==> config.mk <==
export PLATFORM = sky130hd
export DESIGN_NAME = cartridge_bank_mapper_rtc
export DESIGN_NICKNAME = d
export VERILOG_FILES = /design/src/hdl/cbmr_pkg.sv /design/src/hdl/cbmr_cfg.sv /design/src/hdl/cbmr_rtc.sv /design/src/hdl/cbmr_map.sv /design/src/hdl/cartridge_bank_mapper_rtc.sv
export VERILOG_INCLUDE_DIRS = /design/src /design/src/hdl
export SDC_FILE = /design/constraint.sdc
export NUM_CORES = 1
export LEC_CHECK = 0
export BUFFER_PORTS_ARGS = -buffer_cell sky130_fd_sc_hd__buf_2
export CAP_MARGIN = 20
export CORE_MARGIN = 3
export CORE_UTILIZATION = 30
export CTS_BUF_LIST = sky130_fd_sc_hd__clkbuf_4 sky130_fd_sc_hd__clkbuf_8
export DETAILED_ROUTE_END_ITERATION = 10
export RECOVER_POWER = 25
export SYNTH_ARGS = -nofsm -noshare
export SYNTH_HDL_FRONTEND = slang
export SYNTH_HIERARCHICAL = 1
export SYNTH_SLANG_ARGS = --single-unit
==> constraint.sdc <==
create_clock -name clk_i -period 6.05 [get_ports clk_i]
set_clock_uncertainty 0.2 [all_clocks]
set_input_delay 0.3025 -clock clk_i [delete_from_list [all_inputs] [get_ports clk_i]]
set_output_delay 0.3025 -clock clk_i [all_outputs]
set_load 0.05 [all_outputs]
==> src/hdl/cartridge_bank_mapper_rtc_defines.svh <==
// assertion macros shared by the mapper rtl
// no dependencies; included by the files that carry checks
`ifndef CARTRIDGE_BANK_MAPPER_RTC_DEFINES_SVH
`define CARTRIDGE_BANK_MAPPER_RTC_DEFINES_SVH

// condition must hold at every edge out of reset
`define CBMR_ASSERT_ALWAYS(name, clk, rst_n, cond) \
  name: assert property (@(posedge clk) disable iff (!rst_n) (cond)) \
    else $error("cbmr check failed");

// consequent must hold in the same cycle as the antecedent
`define CBMR_ASSERT_IMP(name, clk, rst_n, ante, cons) \
  name: assert property (@(posedge clk) disable iff (!rst_n) (ante) |-> (cons)) \
    else $error("cbmr check failed");

// consequent must hold in the cycle after the antecedent
`define CBMR_ASSERT_NEXT(name, clk, rst_n, ante, cons) \
  name: assert property (@(posedge clk) disable iff (!rst_n) (ante) |=> (cons)) \
    else $error("cbmr check failed");

`endif

==> src/hdl/cbmr_pkg.sv <==
// types and codes for the cartridge bank mapper with clock
// no dependencies; used by every module of the block
`default_nettype none

package cbmr_pkg;

  // bus actions
  localparam logic [2:0] ACT_ROM_RD  = 3'd0;
  localparam logic [2:0] ACT_CTRL_WR = 3'd1;
  localparam logic [2:0] ACT_RAM_RD  = 3'd2;
  localparam logic [2:0] ACT_RAM_WR  = 3'd3;
  localparam logic [2:0] ACT_TICK    = 3'd4;

  // result targets
  localparam logic [1:0] TGT_NONE   = 2'd0;
  localparam logic [1:0] TGT_ROM_RD = 2'd1;
  localparam logic [1:0] TGT_RAM_RD = 2'd2;
  localparam logic [1:0] TGT_RAM_WR = 2'd3;

  // configuration register indexes
  localparam logic [2:0] CFG_ROM_BANK_COUNT = 3'd0;
  localparam logic [2:0] CFG_ROM_BYTES      = 3'd1;
  localparam logic [2:0] CFG_RAM_BANK_COUNT = 3'd2;
  localparam logic [2:0] CFG_RAM_BYTES      = 3'd3;
  localparam logic [2:0] CFG_RAM_PRESENT    = 3'd4;
  localparam logic [2:0] CFG_RTC_PRESENT    = 3'd5;
  localparam logic [2:0] CFG_WIDE_ROM_BANK  = 3'd6;

  localparam int unsigned CfgDataW = 23;

  // control write regions, address bits 14:13
  localparam logic [1:0] REG_RAM_EN   = 2'd0;
  localparam logic [1:0] REG_ROM_BANK = 2'd1;
  localparam logic [1:0] REG_RAM_BANK = 2'd2;

  // clock register selects
  localparam logic [7:0] RTC_SEC    = 8'h08;
  localparam logic [7:0] RTC_MIN    = 8'h09;
  localparam logic [7:0] RTC_HOUR   = 8'h0A;
  localparam logic [7:0] RTC_DAY_LO = 8'h0B;
  localparam logic [7:0] RTC_DAY_HI = 8'h0C;

  localparam logic [3:0] RAM_EN_KEY = 4'hA;
  localparam logic [7:0] OPEN_BUS   = 8'hFF;
  localparam logic [7:0] LATCH_IDLE = 8'hFF;
  localparam logic [7:0] LATCH_ARM  = 8'h00;
  localparam logic [7:0] LATCH_FIRE = 8'h01;

  typedef struct packed {
    logic [8:0]  rom_bank_count;
    logic [22:0] rom_bytes;
    logic [3:0]  ram_bank_count;
    logic [16:0] ram_bytes;
    logic        ram_present;
    logic        rtc_present;
    logic        wide_rom_bank;
  } cfg_t;

  typedef struct packed {
    logic [8:0] days;
    logic [4:0] hours;
    logic [5:0] minutes;
    logic [5:0] seconds;
    logic       halt;
    logic       carry;
  } rtc_time_t;

  typedef struct packed {
    logic       tick;
    logic       latch;
    logic       wr;
    logic [7:0] sel;
    logic [7:0] data;
  } rtc_cmd_t;

  typedef struct packed {
    logic [1:0]  target;
    logic [21:0] mem_offset;
    logic [7:0]  read_data;
    logic [7:0]  ram_write_data;
    logic        dirty;
  } result_t;

endpackage

`default_nettype wire

==> src/hdl/cbmr_cfg.sv <==
// cartridge description registers, written through a plain write port
// depends on cbmr_pkg
`default_nettype none

module cbmr_cfg (
  input  wire logic                         clk_i,
  input  wire logic                         rst_ni,
  input  wire logic                         cfg_we_i,
  input  wire logic [2:0]                   cfg_addr_i,
  input  wire logic [cbmr_pkg::CfgDataW-1:0] cfg_data_i,
  output cbmr_pkg::cfg_t                    cfg_o
);

  cbmr_pkg::cfg_t cfg_q, cfg_d;

  always_comb begin
    cfg_d = cfg_q;
    if (cfg_we_i) begin
      case (cfg_addr_i)
        cbmr_pkg::CFG_ROM_BANK_COUNT: cfg_d.rom_bank_count = cfg_data_i[8:0];
        cbmr_pkg::CFG_ROM_BYTES:      cfg_d.rom_bytes      = cfg_data_i[22:0];
        cbmr_pkg::CFG_RAM_BANK_COUNT: cfg_d.ram_bank_count = cfg_data_i[3:0];
        cbmr_pkg::CFG_RAM_BYTES:      cfg_d.ram_bytes      = cfg_data_i[16:0];
        cbmr_pkg::CFG_RAM_PRESENT:    cfg_d.ram_present    = cfg_data_i[0];
        cbmr_pkg::CFG_RTC_PRESENT:    cfg_d.rtc_present    = cfg_data_i[0];
        cbmr_pkg::CFG_WIDE_ROM_BANK:  cfg_d.wide_rom_bank  = cfg_data_i[0];
        default: ;
      endcase
    end
  end

  always_ff @(posedge clk_i or negedge rst_ni) begin
    if (!rst_ni) begin
      cfg_q <= '0;
    end else begin
      cfg_q <= cfg_d;
    end
  end

  assign cfg_o = cfg_q;

endmodule

`default_nettype wire

==> src/hdl/cbmr_rtc.sv <==
// real-time clock counters, register writes, tick carry chain and latch copy
// depends on cbmr_pkg and the assertion macro header
`default_nettype none
`include "cartridge_bank_mapper_rtc_defines.svh"

module cbmr_rtc (
  input  wire logic               clk_i,
  input  wire logic               rst_ni,
  input  wire cbmr_pkg::rtc_cmd_t cmd_i,
  output cbmr_pkg::rtc_time_t     held_o
);

  cbmr_pkg::rtc_time_t run_q, run_d, held_q, held_d;

  logic [6:0] sec_inc;
  logic       sec_wrap;
  logic [6:0] min_inc;
  logic       min_wrap;
  logic [5:0] hour_inc;
  logic       hour_wrap;
  logic [9:0] day_inc;

  // mixed radix carry chain, each digit wraps at most once per tick
  always_comb begin
    sec_inc   = {1'b0, run_q.seconds} + 7'd1;
    sec_wrap  = (sec_inc >= 7'd60);
    min_inc   = {1'b0, run_q.minutes} + {6'd0, sec_wrap};
    min_wrap  = (min_inc >= 7'd60);
    hour_inc  = {1'b0, run_q.hours} + {5'd0, min_wrap};
    hour_wrap = (hour_inc >= 6'd24);
    day_inc   = {1'b0, run_q.days} + {9'd0, hour_wrap};
  end

  always_comb begin
    run_d  = run_q;
    held_d = held_q;
    if (cmd_i.tick && !run_q.halt) begin
      run_d.seconds = sec_wrap  ? 6'(sec_inc - 7'd60)  : sec_inc[5:0];
      run_d.minutes = min_wrap  ? 6'(min_inc - 7'd60)  : min_inc[5:0];
      run_d.hours   = hour_wrap ? 5'(hour_inc - 6'd24) : hour_inc[4:0];
      run_d.days    = day_inc[8:0];
      run_d.carry   = run_q.carry | day_inc[9];
    end
    if (cmd_i.wr) begin
      case (cmd_i.sel)
        cbmr_pkg::RTC_SEC:    run_d.seconds = cmd_i.data[5:0];
        cbmr_pkg::RTC_MIN:    run_d.minutes = cmd_i.data[5:0];
        cbmr_pkg::RTC_HOUR:   run_d.hours   = cmd_i.data[4:0];
        cbmr_pkg::RTC_DAY_LO: run_d.days    = {run_q.days[8], cmd_i.data};
        cbmr_pkg::RTC_DAY_HI: begin
          run_d.days  = {cmd_i.data[0], run_q.days[7:0]};
          run_d.halt  = cmd_i.data[6];
          run_d.carry = cmd_i.data[7];
        end
        default: ;
      endcase
    end
    if (cmd_i.latch) begin
      held_d = run_q;
    end
  end

  always_ff @(posedge clk_i or negedge rst_ni) begin
    if (!rst_ni) begin
      run_q  <= '0;
      held_q <= '0;
    end else begin
      run_q  <= run_d;
      held_q <= held_d;
    end
  end

  assign held_o = held_q;

  `CBMR_ASSERT_NEXT(a_halt_freezes, clk_i, rst_ni, cmd_i.tick && run_q.halt, $stable(run_q))
  `CBMR_ASSERT_NEXT(a_carry_sticky, clk_i, rst_ni, cmd_i.tick && run_q.carry, run_q.carry)

endmodule

`default_nettype wire

==> src/hdl/cbmr_map.sv <==
// bank select registers and per-word address decode into a result
// depends on cbmr_pkg and the assertion macro header
`default_nettype none
`include "cartridge_bank_mapper_rtc_defines.svh"

module cbmr_map (
  input  wire logic                clk_i,
  input  wire logic                rst_ni,
  input  wire logic                fire_i,
  input  wire logic [2:0]          action_i,
  input  wire logic [15:0]         address_i,
  input  wire logic [7:0]          write_data_i,
  input  wire cbmr_pkg::cfg_t      cfg_i,
  input  wire cbmr_pkg::rtc_time_t held_i,
  output cbmr_pkg::rtc_cmd_t       rtc_cmd_o,
  output cbmr_pkg::result_t        res_o
);

  logic       ram_en_q, ram_en_d;
  logic [7:0] rom_bank_q, rom_bank_d;
  logic [7:0] ram_bank_q, ram_bank_d;
  logic [7:0] latch_q, latch_d;

  logic [8:0]  rom_mask;
  logic [7:0]  rom_bank_m;
  logic [21:0] rom_off;
  logic        rom_hit;
  logic [3:0]  ram_mask;
  logic [2:0]  ram_bank_m;
  logic [15:0] ram_off;
  logic        ram_hit;
  logic        in_ram_area;
  logic        ram_sel;
  logic [7:0]  rtc_rd;
  logic [7:0]  rom_bank_wr;
  cbmr_pkg::rtc_cmd_t cmd;

  always_comb begin
    rom_mask    = cfg_i.rom_bank_count - 9'd1;
    rom_bank_m  = (cfg_i.rom_bank_count == 9'd0) ? rom_bank_q : (rom_bank_q & rom_mask[7:0]);
    rom_off     = address_i[14] ? {rom_bank_m, address_i[13:0]} : {8'd0, address_i[13:0]};
    rom_hit     = ({1'b0, rom_off} < cfg_i.rom_bytes);
    ram_mask    = cfg_i.ram_bank_count - 4'd1;
    ram_bank_m  = (cfg_i.ram_bank_count == 4'd0) ? ram_bank_q[2:0]
                                                 : (ram_bank_q[2:0] & ram_mask[2:0]);
    ram_off     = {ram_bank_m, address_i[12:0]};
    ram_hit     = ({1'b0, ram_off} < cfg_i.ram_bytes);
    in_ram_area = (address_i[15:13] == 3'b101);
    ram_sel     = (ram_bank_q[7:3] == 5'd0);
    rom_bank_wr = cfg_i.wide_rom_bank ? write_data_i : {1'b0, write_data_i[6:0]};
  end

  always_comb begin
    case (ram_bank_q)
      cbmr_pkg::RTC_SEC:    rtc_rd = {2'd0, held_i.seconds};
      cbmr_pkg::RTC_MIN:    rtc_rd = {2'd0, held_i.minutes};
      cbmr_pkg::RTC_HOUR:   rtc_rd = {3'd0, held_i.hours};
      cbmr_pkg::RTC_DAY_LO: rtc_rd = held_i.days[7:0];
      cbmr_pkg::RTC_DAY_HI: rtc_rd = {held_i.carry, held_i.halt, 5'd0, held_i.days[8]};
      default:              rtc_rd = cbmr_pkg::OPEN_BUS;
    endcase
  end

  always_comb begin
    res_o      = '0;
    cmd        = '0;
    cmd.sel    = ram_bank_q;
    cmd.data   = write_data_i;
    ram_en_d   = ram_en_q;
    rom_bank_d = rom_bank_q;
    ram_bank_d = ram_bank_q;
    latch_d    = latch_q;
    case (action_i)
      cbmr_pkg::ACT_ROM_RD: begin
        res_o.read_data = cbmr_pkg::OPEN_BUS;
        if (!address_i[15] && rom_hit) begin
          res_o.target     = cbmr_pkg::TGT_ROM_RD;
          res_o.mem_offset = rom_off;
          res_o.read_data  = '0;
        end
      end
      cbmr_pkg::ACT_CTRL_WR: begin
        if (!address_i[15]) begin
          case (address_i[14:13])
            cbmr_pkg::REG_RAM_EN:   ram_en_d = (write_data_i[3:0] == cbmr_pkg::RAM_EN_KEY);
            cbmr_pkg::REG_ROM_BANK: rom_bank_d = (rom_bank_wr == 8'd0) ? 8'd1 : rom_bank_wr;
            cbmr_pkg::REG_RAM_BANK: ram_bank_d = write_data_i;
            default: begin
              // latch region: a zero then one sequence copies the clock
              cmd.latch = cfg_i.rtc_present && (latch_q == cbmr_pkg::LATCH_ARM)
                          && (write_data_i == cbmr_pkg::LATCH_FIRE);
              latch_d   = write_data_i;
              res_o.dirty = 1'b1;
            end
          endcase
        end
      end
      cbmr_pkg::ACT_RAM_RD: begin
        res_o.read_data = cbmr_pkg::OPEN_BUS;
        if (in_ram_area && ram_en_q) begin
          if (ram_sel) begin
            if (cfg_i.ram_present && ram_hit) begin
              res_o.target     = cbmr_pkg::TGT_RAM_RD;
              res_o.mem_offset = {6'd0, ram_off};
              res_o.read_data  = '0;
            end
          end else if (cfg_i.rtc_present) begin
            res_o.read_data = rtc_rd;
          end
        end
      end
      cbmr_pkg::ACT_RAM_WR: begin
        if (in_ram_area && ram_en_q) begin
          if (ram_sel) begin
            if (cfg_i.ram_present) begin
              res_o.dirty = 1'b1;
              if (ram_hit) begin
                res_o.target         = cbmr_pkg::TGT_RAM_WR;
                res_o.mem_offset     = {6'd0, ram_off};
                res_o.ram_write_data = write_data_i;
              end
            end
          end else if (cfg_i.rtc_present) begin
            cmd.wr = 1'b1;
            res_o.dirty = 1'b1;
          end
        end
      end
      cbmr_pkg::ACT_TICK: cmd.tick = 1'b1;
      default: ;
    endcase
  end

  // commands and bank updates take effect only when the word moves on
  assign rtc_cmd_o = fire_i ? cmd : '0;

  always_ff @(posedge clk_i or negedge rst_ni) begin
    if (!rst_ni) begin
      ram_en_q   <= 1'b0;
      rom_bank_q <= 8'd1;
      ram_bank_q <= 8'd0;
      latch_q    <= cbmr_pkg::LATCH_IDLE;
    end else if (fire_i) begin
      ram_en_q   <= ram_en_d;
      rom_bank_q <= rom_bank_d;
      ram_bank_q <= ram_bank_d;
      latch_q    <= latch_d;
    end
  end

  `CBMR_ASSERT_ALWAYS(a_rom_bank_nonzero, clk_i, rst_ni, rom_bank_q != 8'd0)

endmodule

`default_nettype wire

==> src/hdl/cartridge_bank_mapper_rtc.sv <==
// a word is accepted into the input stage, decoded from there, and its result is registered in the result stage
// throughput: one word per cycle while results are taken, set by the single input stage feeding the result stage
// the input stage can still take a new word while the previous result waits to be taken
// reset: asynchronous, active low; empties both stages, clears configuration to zero,
// clock and latched clock to zero, rom bank to one, ram bank and enable to zero
`default_nettype none
`include "cartridge_bank_mapper_rtc_defines.svh"

module cartridge_bank_mapper_rtc (
  input  wire logic                         clk_i,
  input  wire logic                         rst_ni,
  // configuration write port
  input  wire logic                         cfg_we_i,
  input  wire logic [2:0]                   cfg_addr_i,
  input  wire logic [cbmr_pkg::CfgDataW-1:0] cfg_data_i,
  // bus action input
  input  wire logic                         in_valid_i,
  output      logic                         in_ready_o,
  input  wire logic [2:0]                   action_i,
  input  wire logic [15:0]                  address_i,
  input  wire logic [7:0]                   write_data_i,
  // result output
  output      logic                         out_valid_o,
  input  wire logic                         out_ready_i,
  output      logic [1:0]                   target_o,
  output      logic [21:0]                  mem_offset_o,
  output      logic [7:0]                   read_data_o,
  output      logic [7:0]                   ram_write_data_o,
  output      logic                         dirty_o
);

  cbmr_pkg::cfg_t      cfg;
  cbmr_pkg::rtc_time_t held;
  cbmr_pkg::rtc_cmd_t  rtc_cmd;
  cbmr_pkg::result_t   res;
  cbmr_pkg::result_t   res_q;

  // input stage
  logic        in_vld_q, in_vld_d;
  logic [2:0]  action_q;
  logic [15:0] address_q;
  logic [7:0]  wdata_q;

  logic out_vld_q, out_vld_d;
  logic adv;
  logic fire;
  logic in_fire;

  // input stage moves on when the result stage is empty or being drained
  assign adv        = !out_vld_q || out_ready_i;
  assign fire       = in_vld_q && adv;
  assign in_ready_o = !in_vld_q || adv;
  assign in_fire    = in_valid_i && in_ready_o;

  always_comb begin
    in_vld_d = in_vld_q;
    if (in_fire) begin
      in_vld_d = 1'b1;
    end else if (fire) begin
      in_vld_d = 1'b0;
    end
    out_vld_d = out_vld_q;
    if (fire) begin
      out_vld_d = 1'b1;
    end else if (out_ready_i) begin
      out_vld_d = 1'b0;
    end
  end

  always_ff @(posedge clk_i or negedge rst_ni) begin
    if (!rst_ni) begin
      in_vld_q  <= 1'b0;
      out_vld_q <= 1'b0;
    end else begin
      in_vld_q  <= in_vld_d;
      out_vld_q <= out_vld_d;
    end
  end

  // payload registers, no reset needed
  always_ff @(posedge clk_i) begin
    if (in_fire) begin
      action_q  <= action_i;
      address_q <= address_i;
      wdata_q   <= write_data_i;
    end
    if (fire) begin
      res_q <= res;
    end
  end

  cbmr_cfg u_cfg (
    .clk_i      (clk_i),
    .rst_ni     (rst_ni),
    .cfg_we_i   (cfg_we_i),
    .cfg_addr_i (cfg_addr_i),
    .cfg_data_i (cfg_data_i),
    .cfg_o      (cfg)
  );

  // decode and bank state; state updates land as the word leaves the input stage
  cbmr_map u_map (
    .clk_i        (clk_i),
    .rst_ni       (rst_ni),
    .fire_i       (fire),
    .action_i     (action_q),
    .address_i    (address_q),
    .write_data_i (wdata_q),
    .cfg_i        (cfg),
    .held_i       (held),
    .rtc_cmd_o    (rtc_cmd),
    .res_o        (res)
  );

  cbmr_rtc u_rtc (
    .clk_i  (clk_i),
    .rst_ni (rst_ni),
    .cmd_i  (rtc_cmd),
    .held_o (held)
  );

  assign out_valid_o      = out_vld_q;
  assign target_o         = res_q.target;
  assign mem_offset_o     = res_q.mem_offset;
  assign read_data_o      = res_q.read_data;
  assign ram_write_data_o = res_q.ram_write_data;
  assign dirty_o          = res_q.dirty;

  // a mapped access never carries read data of its own
  `CBMR_ASSERT_IMP(a_access_no_rdata, clk_i, rst_ni, out_vld_q && (res_q.target != cbmr_pkg::TGT_NONE), res_q.read_data == 8'd0)
  // store data only travels with a ram write
  `CBMR_ASSERT_IMP(a_wdata_only_on_write, clk_i, rst_ni, out_vld_q && (res_q.target != cbmr_pkg::TGT_RAM_WR), res_q.ram_write_data == 8'd0)

endmodule

`default_nettype wire
==> results of run 1 <==
final timing paths:
kind / from / endpoint / slack, ns
max: u_rtc/run_q[2]$_DFF_PN0_ / u_rtc/run_q[26]$_DFFE_PN0N_ / 0.30
min: address_i[2] / address_q[2]$_DFFE_PP_ / 0.25
max reg2reg: u_rtc/run_q[2]$_DFF_PN0_ / u_rtc/run_q[26]$_DFFE_PN0N_ / 0.30
min reg2reg: u_map/rom_bank_q[0]$_DFFE_PN1P_ / u_map/rom_bank_q[0]$_DFFE_PN1P_ / 0.28
max in group asynchronous: rst_ni / u_cfg/cfg_o[45]$_DFFE_PN0P_ / 1.21
min in group asynchronous: rst_ni / in_vld_q$_DFFE_PN0P_ / 1.81
timing repair:
action | in CTS | in global routing
setup buffers | 0 | 2
gates resized for setup | 0 | 8
endpoints found under the hold margin | 162 | 0
endpoints found under the setup margin | 0 | 6
hold buffers | 58 | 0
synth_stat cells, types with 8 or more instances:
master      n
nor4_1      8
a21oi_1    32
edfxtp_1   68
buf_6       8
a31oi_1    12
inv_1      56
and2_1     33
mux2i_1    14
nor2_1     37
clkbuf_1   14
dfstp_2     9
nand3_1    20
xnor2_1     8
o21ai_0    35
a211oi_1    9
a21boi_0   13
and3_1     11
nand2_1    66
dfrtp_1   130
xor2_1      9
mux2_2    104
nor2b_1    10
ha_1       50
state kept, by name, indices dropped and copies added, names as in the netlist, 2 cells and up:
name	flops
u_cfg/cfg_o	56
u_rtc/held_o	28
u_rtc/run_q	28
mem_offset_o	22
address_q	16
ram_write_data_o	8
read_data_o	8
u_map/latch_q	8
u_map/ram_bank_q	8
u_map/rom_bank_q	8
wdata_q	8
action_q	3
target_o	2
final cells by class:
type,instances,area [µm²],area share [%]
Sequential cell,207,5533,42.38
Multi-Input combinational cell,597,4692,35.94
Timing Repair Buffer,176,1210,9.269
Clock buffer,55,700.7,5.368
Tap cell,455,569.3,4.361
Inverter,56,210.2,1.610
Clock inverter,18,138.9,1.064
report_power, final:
group | switching (mW) | internal, mW | total, mW
clock network | 0.630 | 0.806 | 1.44
registers | 0.121 | 1.61 | 1.73
logic | 0.367 | 0.293 | 0.660
metrics by stage:
step | hold WS [ns] | setup WS (ns)
floorplan | -0.1931 | 0.5645
global placement | 0.2357 | 0.3063
detailed placement | 0.2300 | 0.09206
CTS | 0.2014 | 0.06493
global route | 0.2259 | 0.01388
finish | 0.2461 | 0.3023
logic make-up (layout without fill, tap and decap cells):
family	after synthesis	count (layout)	share of synthesized area, %
XOR/XNOR	17	17	1.404
flip-flops	207	207	52.17
adder cells (fa/ha/maj)	50	50	5.900
AO/OA/AOI/OAI	160	160	10.08
AND/OR/NAND/NOR	247	247	13.49
buffers and inverters	89	305	3.882
multiplexers	123	123	13.08
worst reg2reg max path: cells and delay by family (launching register included):
kind            cells  cell delay (ns)
mux                 2             0.45
buf+inv             3             0.37
xor+xnor            1             0.25
fa+ha+maj           7             1.46
flops               1             0.36
simple gates        8             1.37
compound gates      7             1.18
metal layers:
metal	part of all wire, %	vias to the layer above
met5	0	-
met4	1.7	0
met3	4.5	37
met2	47	200
met1	47	3750
li1	-	3650
==> summary.txt, run 1 <==
GRT
  • Grt met3 use: 2.415%
  • GR peak layer: met2
  • Met1 usage: 19.45%
  • Total GRT Usage: 14.10%
  • Vias in the first global route: 7821
  • First-pass GRT wire length: 43.03 mm
  • Largest net degree at the start of global routing: 86
  • GR Overflow Total: 0
  • Initial antenna violation count: 0
  • Met2 GRT Util: 23.22%

Clock tree
  • Clock-pin slew on the worst setup and hold paths: 0.06 ns
  • # clock sinks: 207
  • CTS tree: done
  • Worst-Skew Late Latency: 0.56 ns
  • CTS Buf Count: 40
  • CTS root buf: clkbuf_8
  • Number of H-tree levels: 2
  • Max Root-Sink Buffers: 3

Drt
  • Drt pass-1 iters: 5
  • Initial DRC count: 485
  • DR WL/cell: 17.25 µm
  • Post-route DRC violation count: 0
  • Antenna Nets Post-Route: 0
  • Vias per cell: 4.883
  • Vias: 7637
  • WL final: 26.98 mm

Synth
  • EDFF count, synth: 68
  • Syn Area/Cell: 11.87 µm²
  • Largest cells by area after synthesis: dfrtp_1, edfxtp_1, mux2_2, ha_1, nand2_1
  • Yosys warning total: 6
  • Post-Syn Instances: 893
  • Syn_nets: 1001
  • Post-synthesis sequential area ratio: 52.17%
  • Top-area cell type share of the netlist area: 30.68%
  • FFs w/ async S/R, synth: 67.15%
  • Area leader, netlist: dfrtp_1
  • Cell area after synthesis: 0.01060 mm²
  • Top_reg_cell synth: dfrtp_1
  • Unique masters post-synth: 81
  • FF+latch count, synth: 207

Layout
  • Util after Layout: 37.60%
  • Layout Area Growth over Synthesis: 23.12%
  • Commonest non-fill, non-tap cell in the layout: dfrtp_1
  • Finished Cell Area: 0.01305 mm²
  • Most frequent cells in the layout: dfrtp_1, mux2_2, buf_2
  • Antenna Cells: 0
  • Share of cells above drive strength 1: 30.66%
  • Nets: 1186
  • Fill cells: 3391
  • Non-filler cells, final: 1564

Floorplanning
  • Total core area: 0.03471 mm²
  • Die Span Y: 194.0 µm
  • Std-Cell Rows: 68
  • Die Area: 0.03763 mm²
  • Total I/O pin count: 101
  • Initial Util: 30.54%
  • Die span in x: 194.0 µm

Worst setup path
  • Crit-path slowest cell: dfrtp_1
  • Worst Path Required: 6.27 ns
  • CP Class: register to register
  • Most used cell, CP: ha_1
  • Worst setup EP type: register
  • CP Max Fanout: 7
  • Crit path buffers/inverters: 3
  • CP max stage delay: 0.36 ns
  • Top Family by Delay on Critical Path: adder cells
  • CP Depth: 28
  • WP data arrival: 5.97 ns
  • CP startpoint kind: register
  • Reg2reg path depth: 28

Run status
  • Status: finished with violations
  • Failing checks: max-capacitance violations, max-slew violations

STA
  • RSZ-0062 raised after global routing: false
  • Final period utilization: 95.00%
  • Slew Viols, Final: 86
  • Setup TNS Final: 0 ns
  • Slew HR: -215.8%
  • Final hold violation count: 0
  • Worst-margin pin slew: 4.738 ns
  • Final setup fails: 0
  • Period minus WS final: 5.748 ns
  • Fmax: 174.0 MHz

Worst hold path
  • Hold path depth: 2
  • Worst hold path type: input port to register

Placement
  • Placed Instances: 1431
  • Number of I/O port buffers: 100
  • Dpl cell area: 0.01160 mm²
  • Routability cong.: 0.8104
  • HPWL reported at the end of detailed placement: 18.67 mm

Power and ir drop
  • Final Power: 3.828 mW
  • Power per cell area: 293.2 mW/mm²
  • Worst VDD drop: 0.2232 mV
  • Leakage Power: 5.708 nW

Run
  • MaxCap Viol Count: 1
Power figures use the tool's default switching activity.
==> run 2, diff against run 1 <==
--- a/config.mk
+++ b/config.mk
@@ -8,7 +8,6 @@
 export LEC_CHECK = 0
 export BUFFER_PORTS_ARGS = -buffer_cell sky130_fd_sc_hd__buf_2
 export CAP_MARGIN = 20
-export CORE_MARGIN = 3
 export CORE_UTILIZATION = 30
 export CTS_BUF_LIST = sky130_fd_sc_hd__clkbuf_4 sky130_fd_sc_hd__clkbuf_8
 export DETAILED_ROUTE_END_ITERATION = 10
==> summary.txt, run 2 (same netlist as run 1, synthesis figures left out) <==
STA
  • Slew Viols, Final: 0 (-100%)
  • Final hold violation count: 0 (unchanged)
  • Final period utilization: 93.83% (-1.2 points)
  • Worst-margin pin slew: 0.8905 ns (-3.847 ns)
  • Fmax: 176.2 MHz (+1.3%)
  • Final setup fails: 0 (unchanged)
  • Slew HR: 40.00% (+260 points)
  • Period minus WS final: 5.677 ns (-0.07114 ns)
  • Min Hold Slack: 0.02863 ns (-0.2174 ns)

GRT
  • Total GRT Usage: 14.92% (+0.82 points)
  • GR Overflow Total: 0 (unchanged)
  • First-pass GRT wire length: 42.39 mm (-1.5%)
  • Vias in the first global route: 7844 (+0.29%)
  • Largest net degree at the start of global routing: 93 (+8.1%)
  • Initial antenna violation count: 0 (unchanged)

Layout
  • Commonest non-fill, non-tap cell in the layout: dfrtp_1
  • Layout Area Growth over Synthesis: 22.43%
  • Max FFs per register: 56 (unchanged)
  • Most frequent cells in the layout: dfrtp_1, mux2_2, buf_2
  • Share of cells above drive strength 1: 30.89% (+0.23 points)
  • Sequential Area: 0.005534 mm² (about the same)
  • Area of the multi-input gates: 0.004707 mm² (+0.32%)
  • Nets: 1181 (-0.42%)
  • Util after Layout: 37.49% (-0.12 points)
  • Fill cells: 3378 (-0.38%)
  • Antenna Cells: 0 (unchanged)

Floorplanning
  • Die Area: 0.03610 mm² (-4.1%)
  • Total core area: 0.03463 mm² (-0.25%)
  • Total I/O pin count: 101 (unchanged)
  • Initial Util: 30.62% (+0.075 points)
  • Std-Cell Rows: 68 (unchanged)
  • Die span in x: 190.0 µm (-2.1%)
  • Die Span Y: 190.0 µm (-2.1%)

Worst setup path
  • Crit path buffers/inverters: 3 (unchanged)
  • Worst Path Required: 6.27 ns (about the same)
  • CP Max Fanout: 7 (unchanged)
  • Top Family by Delay on Critical Path: adder cells
  • WP data arrival: 5.90 ns (-0.07 ns)
  • CP Class: register to register
  • CP max stage delay: 0.46 ns (+0.10 ns)
  • Worst setup EP type: register
  • CP startpoint kind: register
  • Crit-path slowest cell: dfrtp_2

Clock tree
  • CTS tree: done
  • # clock sinks: 207 (unchanged)
  • CTS root buf: clkbuf_8
  • Worst-Skew Late Latency: 0.55 ns (about the same)
  • Max Root-Sink Buffers: 3 (unchanged)
  • CTS Buf Count: 39 (-2.5%)
  • Number of H-tree levels: 2 (unchanged)
  • Clock-pin slew on the worst setup and hold paths: 0.06 ns (about the same)

Drt
  • DR WL/cell: 17.07 µm (-1.1%)
  • Post-route DRC violation count: 0 (unchanged)
  • Antenna Nets Post-Route: 0 (unchanged)
  • Vias per cell: 4.943 (+1.2%)
  • Initial DRC count: 514 (+6.0%)
  • Vias: 7706 (+0.90%)
  • WL final: 26.61 mm (-1.4%)
  • Drt pass-1 iters: 6 (+1)

Power and ir drop
  • Power per cell area: 288.3 mW/mm² (-1.7%)
  • Leakage Power: 5.665 nW (-0.76%)
  • Worst VDD drop: 0.1735 mV (-22%)

Placement
  • Routability cong.: 0.8094 (-0.12%)
  • HPWL reported at the end of detailed placement: 18.45 mm (-1.2%)
  • Number of I/O port buffers: 100 (unchanged)

Run
  • MaxCap Viol Count: 0 (-1)

Worst hold path
  • Worst hold path type: input port to register

Run status
  • Status: finished clean
run 2: cell types whose count changed in the layout (fill, tap and decap cells not counted), moves of 2 or more:
cell and change:
inv_8 +2, buf_2 -2, clkbuf_8 -7, clkinv_1 -2, clkinv_2 -2, buf_4 -3, clkbuf_4 +10
run 2: power breakdown:
| part | leakage [nW] | internal (mW) | switching, mW |
|---|---|---|---|
| sequential | 2.44 | 1.61 | 0.129 |
| clock | 0.420 | 0.736 | 0.614 |
| combinational | 2.81 | 0.290 | 0.361 |
run 2: per-layer routing:
layer	share of wire, %	vias up	track usage, %	routed length, µm
met3	3.9	39	2.638	1036
met1	46	3843	20.08	12300
met2	48	191	24.55	12820
met4	1.7	0	4.001	452
met5	0	-	0	0
li1	-	3633	-	-
run 2: path summary, 6_finish.rpt:
check / to / slack (ns) / cells after the start / startpoint
max in group asynchronous: u_rtc/run_q[3]$_DFF_PN0_ / 4.20 / 3 / rst_ni
setup / recovery: u_rtc/run_q[25]$_DFFE_PN0N_ / 0.37 / 29 / u_rtc/run_q[3]$_DFF_PN0_
min in group asynchronous: out_valid_o$_DFFE_PN0P_ / 0.23 / 2 / rst_ni
setup reg to reg: u_rtc/run_q[25]$_DFFE_PN0N_ / 0.37 / 29 / u_rtc/run_q[3]$_DFF_PN0_
hold reg to reg: u_map/rom_bank_q[0]$_DFFE_PN1P_ / 0.29 / 2 / u_map/rom_bank_q[0]$_DFFE_PN1P_
hold / removal: u_cfg/cfg_o[1]$_DFFE_PN0P_ / 0.03 / 3 / cfg_addr_i[0]
run 2: through the flow:
step           std cells  power [mW]  setup slack [ns]  area [µm²]  setup TNS [ns]
4_1_cts             1559       3.780           0.07189       12940               0
6_report            1559       3.742            0.3734       12980               0
3_5_place_dp        1430       2.380            0.1244       11600               0
2_1_floorplan        893       2.178            0.5645       10600               0
3_3_place_gp        1430       2.360            0.2277       11600               0
5_1_grt             1559       3.942        -0.0005023       12980      -0.0005023
run 2: what timing repair did:
action                                 CTS  global route
buffers inserted                         0             0
setup endpoints to repair                0             6
gates resized for setup                  0            13
endpoints found under the hold margin  167             0
hold buffers                            57             0
run 2: final cells by class:
type | instances | area share (%)
clock buffers | 58 | 5.234
well taps | 455 | 4.386
clock inverters | 14 | 0.7518
flip-flops and latches | 207 | 42.63
repair buffers | 172 | 9.118
inverters | 56 | 1.619
multi-input cells | 597 | 36.26
run 2: tightest hold or removal path: stages:
cell and delay, ns:
buf_2 0.15, nand4b_1 0.12, mux2_2 0.15
